File: src/sv/lfu_pkg.sv
// Package with shared types and constants for the LFU cache table.
package lfu_pkg;

    // Request codes carried in the func field.
    localparam logic FUNC_LOOKUP = 1'b0;
    localparam logic FUNC_WRITE  = 1'b1;

    // Control sequencer states.
    typedef enum logic [2:0] {
        ST_IDLE,
        ST_SCAN,
        ST_DECIDE,
        ST_UPDATE,
        ST_OUT
    } t_state;

endpackage

File: src/sv/lfu_cache_table_core.sv
// Top level of the LFU cache table with LRU tie breaking.
//
// Channel  | Direction | tdata (low bit up)                   | tuser
// s_axis   | in        | key[31:0], value[63:32]              | func
// m_axis   | out       | read_value[31:0]                     | hit[0], evicted[1]
// cfg      | in        | capacity[4:0] by i_cfg_we/i_cfg_wdata | -
//
// A request passes from acceptance through the states scan, decide, update, output
// and idle before the next acceptance: the scan reads every address in turn for the key
// match, the occupancy count and the victim search, then a decide state follows, the
// update pass writes back counts and ranks, and the result loads in the output state.
// Reset clears the valid bits; counts and ranks are written when an entry is filled.
// A waiting result holds in the output register; the next request may start, but it
// stalls in its output cycle until the earlier result is taken.
module lfu_cache_table_core #(
    parameter int ENTRIES    = 16,
    parameter int COUNT_BITS = 16
) (
    input  logic        i_clk,
    input  logic        i_rst_n,
    input  logic        i_cfg_we,
    input  logic [4:0]  i_cfg_wdata,
    input  logic        s_axis_tvalid,
    output logic        s_axis_tready,
    input  logic [63:0] s_axis_tdata,   // key[31:0], value[63:32]
    input  logic        s_axis_tuser,   // func
    output logic        m_axis_tvalid,
    input  logic        m_axis_tready,
    output logic [31:0] m_axis_tdata,   // read_value[31:0]
    output logic [1:0]  m_axis_tuser    // hit[0], evicted[1]
);
    import lfu_pkg::*;

    localparam int IW = (ENTRIES > 1) ? $clog2(ENTRIES) : 1;
    localparam int RW = IW + 1;
    localparam int CW = $clog2(ENTRIES + 1);
    localparam logic [COUNT_BITS-1:0] CMAX = '1;

    // Entry storage: key/data in memories; meta in memories with valid flops.
    logic [31:0]          r_kmem [ENTRIES];
    logic [31:0]          r_dmem [ENTRIES];
    logic [COUNT_BITS-1:0] r_cmem [ENTRIES];
    logic [RW-1:0]        r_rmem [ENTRIES];
    logic [ENTRIES-1:0]   r_valid;

    t_state r_state, n_state;
    logic [IW-1:0] r_idx;
    logic         r_func;
    logic [31:0]  r_key, r_val;
    logic         r_present;
    logic [IW-1:0] r_found;
    logic [CW-1:0] r_occ;
    logic         r_have_free;
    logic [IW-1:0] r_free;
    logic         r_have_vic;
    logic [IW-1:0] r_vic;
    logic [COUNT_BITS-1:0] r_vcnt;
    logic [RW-1:0] r_vrank;
    logic [RW-1:0] r_trank;
    logic [31:0]  r_tdata;
    logic [4:0]   r_cap;
    // Decided action: 0 none, touch found, insert (with or without evict).
    logic         r_do_touch, r_do_ins, r_do_evict;
    logic [IW-1:0] r_slot;

    // Registered read port.
    logic [31:0]          r_rk, r_rd;
    logic [COUNT_BITS-1:0] r_rc;
    logic [RW-1:0]        r_rr;
    logic                 r_rv, r_rphase;
    logic [IW-1:0]        r_raddr;

    logic [IW-1:0] w_addr;
    logic          w_last;
    logic [CW-1:0] w_cap;
    logic          w_out_free;

    assign w_addr = r_idx;
    assign w_last = (r_idx == IW'(ENTRIES - 1));
    assign w_cap  = ({{CW{1'b0}}, r_cap} > (CW+5)'(ENTRIES)) ? CW'(ENTRIES) : CW'(r_cap);
    assign w_out_free = !m_axis_tvalid || m_axis_tready;
    assign s_axis_tready = (r_state == ST_IDLE);

    // Memory read port, one address each cycle.
    always_ff @(posedge i_clk) begin
        r_rk    <= r_kmem[w_addr];
        r_rd    <= r_dmem[w_addr];
        r_rc    <= r_cmem[w_addr];
        r_rr    <= r_rmem[w_addr];
        r_rv    <= r_valid[w_addr];
        r_raddr <= w_addr;
        r_rphase <= (r_state == ST_SCAN) || (r_state == ST_UPDATE);
    end

    // Sequencer next state.
    always_comb begin
        n_state = r_state;
        case (r_state)
            ST_IDLE:   if (s_axis_tvalid && s_axis_tready) n_state = ST_SCAN;
            ST_SCAN:   if (w_last) n_state = ST_DECIDE;
            ST_DECIDE: n_state = ST_UPDATE;
            ST_UPDATE: if (w_last) n_state = ST_OUT;
            ST_OUT:    if (w_out_free) n_state = ST_IDLE;
            default:   n_state = ST_IDLE;
        endcase
    end

    always_ff @(posedge i_clk) begin
        if (!i_rst_n) r_state <= ST_IDLE;
        else          r_state <= n_state;
    end

    // Configuration register.
    always_ff @(posedge i_clk) begin
        if (!i_rst_n)      r_cap <= 5'd16;
        else if (i_cfg_we) r_cap <= i_cfg_wdata;
    end

    // Update pass consumes the previous cycle's read data.
    logic w_upd_rd;
    assign w_upd_rd  = r_rphase && (r_state == ST_UPDATE || r_state == ST_OUT);

    always_ff @(posedge i_clk) begin
        if (r_state == ST_IDLE) begin
            r_idx <= '0;
            if (s_axis_tvalid && s_axis_tready) begin
                r_func <= s_axis_tuser;
                r_key  <= s_axis_tdata[31:0];
                r_val  <= s_axis_tdata[63:32];
                r_present <= 1'b0; r_occ <= '0;
                r_have_free <= 1'b0; r_have_vic <= 1'b0;
            end
        end else if (r_state == ST_SCAN || r_state == ST_UPDATE) begin
            r_idx <= w_last ? '0 : r_idx + 1'b1;
        end
        // Scan accumulation.
        if (r_rphase && (r_state == ST_SCAN || r_state == ST_DECIDE)) begin
            if (!r_rv) begin
                if (!r_have_free) begin r_have_free <= 1'b1; r_free <= r_raddr; end
            end else begin
                r_occ <= r_occ + 1'b1;
                if (!r_present && r_rk == r_key) begin
                    r_present <= 1'b1; r_found <= r_raddr;
                    r_trank <= r_rr; r_tdata <= r_rd;
                end
                if (!r_have_vic || r_rc < r_vcnt || (r_rc == r_vcnt && r_rr > r_vrank)) begin
                    r_have_vic <= 1'b1; r_vic <= r_raddr; r_vcnt <= r_rc; r_vrank <= r_rr;
                end
            end
        end
        // Decide action once all entries are seen (occupancy includes last).
        if (r_state == ST_UPDATE && r_idx == '0) begin
            r_do_touch <= r_present && (r_func == FUNC_LOOKUP || w_cap != '0);
            r_do_ins   <= !r_present && r_func == FUNC_WRITE && w_cap != '0 &&
                          (r_occ >= w_cap ? r_have_vic : r_have_free);
            r_do_evict <= !r_present && r_func == FUNC_WRITE && w_cap != '0 &&
                          r_occ >= w_cap && r_have_vic;
            r_slot     <= (r_occ >= w_cap) ? r_vic : r_free;
        end
    end

    // Read-modify-write of ranks and counts in the update pass.
    always_ff @(posedge i_clk) begin
        if (!i_rst_n) begin
            r_valid <= '0;
        end else if (w_upd_rd) begin
            if (r_do_touch) begin
                if (r_raddr == r_found) begin
                    r_cmem[r_raddr] <= (r_rc < CMAX) ? r_rc + 1'b1 : r_rc;
                    r_rmem[r_raddr] <= '0;
                    if (r_func == FUNC_WRITE) r_dmem[r_raddr] <= r_val;
                end else if (r_rv && r_rr < r_trank) begin
                    r_rmem[r_raddr] <= r_rr + 1'b1;
                end
            end else if (r_do_ins) begin
                if (r_raddr == r_slot) begin
                    r_valid[r_raddr] <= 1'b1;
                    r_kmem[r_raddr] <= r_key;
                    r_dmem[r_raddr] <= r_val;
                    r_cmem[r_raddr] <= COUNT_BITS'(1);
                    r_rmem[r_raddr] <= '0;
                end else if (r_rv) begin
                    r_rmem[r_raddr] <= (r_do_evict && r_rr > r_vrank) ? r_rr : r_rr + 1'b1;
                end
            end
        end
    end

    // Output register; a new result loads only once the previous one is taken.
    always_ff @(posedge i_clk) begin
        if (!i_rst_n) begin
            m_axis_tvalid <= 1'b0;
        end else if (r_state == ST_OUT && w_out_free) begin
            m_axis_tvalid <= 1'b1;
            m_axis_tdata  <= (r_func == FUNC_WRITE) ? 32'd0 :
                             (r_present ? r_tdata : 32'hFFFF_FFFF);
            m_axis_tuser  <= {r_do_evict, r_present};
        end else if (m_axis_tready) begin
            m_axis_tvalid <= 1'b0;
        end
    end

    // Checks on the sequencer and results.
    a_no_acc_busy: assert property (@(posedge i_clk) disable iff (!i_rst_n)
        (r_state != ST_IDLE) |-> !s_axis_tready) else $error("accept while busy");
    a_evict_write: assert property (@(posedge i_clk) disable iff (!i_rst_n)
        (m_axis_tvalid && m_axis_tuser[1]) |-> !m_axis_tuser[0])
        else $error("evict on hit");
    a_out_state: assert property (@(posedge i_clk) disable iff (!i_rst_n)
        (r_state == ST_OUT) |=> m_axis_tvalid) else $error("result lost");
endmodule

File: config.mk
export PLATFORM = sky130hd
export DESIGN_NAME = lfu_cache_table_core
export DESIGN_NICKNAME = d
export VERILOG_FILES = /design/src/sv/lfu_pkg.sv /design/src/sv/lfu_cache_table_core.sv
export SDC_FILE = /design/constraint.sdc
export NUM_CORES = 2
export LEC_CHECK = 0
export BUFFER_PORTS_ARGS = -buffer_cell sky130_fd_sc_hd__buf_2
export CAP_MARGIN = 10
export CORE_UTILIZATION = 56
export DETAILED_ROUTE_END_ITERATION = 10
export HOLD_SLACK_MARGIN = 0.05
export MAX_ROUTING_LAYER = met4
export PLACE_DENSITY = 0.74
export SETUP_SLACK_MARGIN = 0.05
export SLEW_MARGIN = 20
export SYNTH_ARGS = -nofsm -noshare
export SYNTH_HDL_FRONTEND = slang
export SYNTH_SLANG_ARGS = --single-unit
File: constraint.sdc
create_clock -name i_clk -period 3.6 [get_ports i_clk]
set_input_delay 0.18 -clock i_clk [delete_from_list [all_inputs] [get_ports i_clk]]
set_output_delay 0.18 -clock i_clk [all_outputs]
set_load 0.02 [all_outputs]
==> metrics.txt <==
Total Wirelength 136000 um; vias 29235; internal power 30.9 mW; Setup Skew 0.0380 ns; switching share of power 0.203; Leak Pwr 22.6 nW; total power per unit cell area 543 mW/mm^2; worst r2r src r_rc[0]$_DFF_P_; sequential-to-total area share from yosys stat 0.784; Port Buffer Count 110; Synth area leader edfxtp_1; setup repair bufs after CTS 0; sequential share of power 0.552; Mean Syn Cell Area 22.8 sq um; CP Launch Point r_rc[0]$_DFF_P_; CP required 4.00 ns; Layout Nets 3177; Worst-Skew Late Latency 0.77 ns; DRT antenna net count 0; Resize count post-CTS 0; R2R Setup Slk 0.47 ns; Synth cell types 60; ys async rst share 0; vias in the first global route 30293; first-pass GRT wire length 200000 um; Yosys reg bits 1664; Yosys warning count 0; Core Region 0.109 sq mm; Crit. End Element flop; Slew Limit Fails 0; Reg-to-Reg End r_cmem[14][10]$_DFFE_PP_; GRT Total Usage 0.254; grt met3 use 0.0428; Clk pwr share 0.421; setup slack after layout 0.472 ns; wire per inst 29.1 um; clock sink total 1664; initial antenna violation count 1; worst hold path type in2reg; CP Launch Type flop; met1 GRT Util 0.334; met2 Track Usage GR 0.418; Detailed Place HPWL 73700 um; Clock transition at path regs 0.06 ns; Comb pwr share 0.027; status finished clean; slowest cell on the critical path nor2_1; crit path DAT 3.53 ns; total die area 0.112 sq mm; P_sw 7.87 mW; Layout fillers 6694; layout cells sized above 1 0.296; critical hold path startpoint s_axis_tdata[41]; Worst Max-Slew Pin Slew 1.05 ns; CP peak stage delay 0.76 ns; Vias/cell 6.25; fin util 0.653; Synth top area share 0.743; CTS buffer count 158; WHS Path Cells 2; Mapped Cells 2728; CP Max Fanout 16; final setup fails 0; Post-CTS Hold Fix Bufs 84; diode count 0; Mapped Nets 2838; routability congestion estimate 0.848; H-tree depth 4; Worst Hold End r_val[9]$_DFFE_PP_; Placement Setup Slack 0.536 ns; initial core utilization 0.567; Fin Hold WS 0.126 ns; fin crit share 0.869; DRC 0; max cap viols 0; R2R depth 7; Post-synth EDFFs 1536; min Tclk post-route 3.13 ns; synth top area cells edfxtp_1 74%, mux4_2 16%, dfxtp_1 4.1%, ha_1 0.71%, xnor2_1 0.54%; num rows 121; Hold Vio Cnt, Final 0; Post-DP Area 0.0655 sq mm; Slew HR 0.299; gr ovfl total 0; CP Cell Sequence ha_1 > nand4_1 > or4b_1 > buf_4 > nand3_1 > xor2_1 > nor2_1; Die Y 335 um; Sum Neg Setup Slack 0 ns; clk buf depth 3; Crit Path Class reg2reg; Layout area overhead 15.0%; unrepaired setup endpoints after global routing false; IO Count 111; CTS root buf clkbuf_16; width of the die 335 um; Worst VDD drop 0.000439 V; Initial DRT Pass Iterations 5; CTS tree yes; Netlist Area Pre-Place 0.0621 sq mm; GRT busiest layer met2; Top FF cell, synth edfxtp_1; largest net degree at the start of global routing 79; Fmax 320 MHz; final instance area 0.0714 sq mm; DRT iter0 DRCs 3332
==> registers in the layout, summed over array words and instances, names as in the netlist, 32 cells and up <==
name / cells
r_dmem: 512
r_kmem: 512
r_cmem: 256
r_rmem: 80
m_axis_tdata: 32
r_key: 32
r_rd: 32
r_rk: 32
r_tdata: 32
r_val: 32
==> per-stage QoR <==
stage                     total power [mW]  std cells
final                                 38.8       4676
after global routing                  39.8       4676
after CTS                             39.0       4676
after detailed placement              22.8       4299
after global placement                22.7       4297
after floorplan                       22.4       2728
==> cell families after synthesis <==
kind of cell | after synthesis | synth area share
adder cells (fa/ha/maj) | 35 | 0.00705
AO/OA/AOI/OAI | 102 | 0.0107
multiplexers | 441 | 0.158
buffers and inverters | 192 | 0.0130
flip-flops | 1664 | 0.784
XOR/XNOR | 56 | 0.00790
AND/OR/NAND/NOR | 238 | 0.0197
==> layout make-up <==
type | instances | area [sq um] | area share
Sequential cell | 1664 | 48700 | 0.682
Multi-Input combinational cell | 872 | 12900 | 0.180
Clock buffer | 220 | 4370 | 0.0611
Timing Repair Buffer | 303 | 2610 | 0.0366
Tap cell | 1476 | 1850 | 0.0258
Clock inverter | 73 | 779 | 0.0109
Inverter | 68 | 258 | 0.00361
==> placed cells by master, fill, tap and decap left out, drive strengths merged, types with 9 or more instances in the layout <==
cell type	n
a21o	21
inv	73
dlygate4sd3	84
bufinv	9
nor2	98
nand4	27
xor2	18
nor2b	13
a21oi	49
nand2	40
edfxtp	1536
mux4	430
clkinv	54
xnor2	38
nand3	20
buf	219
ha	35
clkbuf	220
dfxtp	128
==> metal layers <==
metal  part of all wire  vias up
li1                   -    12025
met1               0.38    15526
met2               0.52     1474
met3              0.075      210
met4              0.022        0
met5                  0        -
==> power groups by stage <==
stage	clock [mW]	combinational (mW)	sequential, mW
after floorplan	0	0.690	21.7
after global placement	0	0.949	21.8
after detailed placement	0	0.973	21.8
after CTS	16.5	1.06	21.4
after global routing	17.3	1.11	21.4
final	16.3	1.05	21.4
==> cells in the mapped netlist, types with 2 or more instances <==
library cell and number:
and3_1 4, o311ai_0 2, o221a_1 2, ha_1 35, dfxtp_1 128, nand4_1 27
a31oi_1 2, edfxtp_1 1536, buf_2 43, o21a_1 2, and3b_1 2, nor4_1 5
mux2i_1 7, buf_4 3, o21ai_0 7, and4b_1 2, xnor2_1 38, nor2_2 10
nor4_4 2, o2111a_1 2, nor3_1 6, a21boi_0 4, nand3_1 20, xor2_1 18
nor2b_1 13, a21oi_1 48, mux4_2 430, nor2_1 88, clkbuf_1 63, a211oi_1 2
nor3b_1 2, buf_1 13, nand2_1 40, inv_1 68, nand2b_1 5, mux2_2 4
a21o_1 21, o211ai_1 2
==> worst max-delay path by stage <==
stage / endpoint / slack (ns) / cells past startpoint
2_1_floorplan: r_dmem[10][0]$_DFFE_PP_ / 0.19 / 7
3_3_place_gp: r_dmem[14][14]$_DFFE_PP_ / 0.52 / 5
3_5_place_dp: r_cmem[7][10]$_DFFE_PP_ / 0.54 / 7
4_1_cts: r_cmem[14][10]$_DFFE_PP_ / 0.49 / 7
5_1_grt: r_cmem[14][10]$_DFFE_PP_ / 0.26 / 7
6_report: r_cmem[14][10]$_DFFE_PP_ / 0.47 / 7
==> critical path: cells and delay by family, from the launching register on <==
family | cells | cell delay [ns]
buffers and inverters | 1 | 0.22
adders and majority gates | 1 | 0.24
DFF | 1 | 0.44
xor gates and xnor gates | 1 | 0.06
and+or+nand+nor | 4 | 1.78
Note: power is estimated with default switching activity, not from simulation.
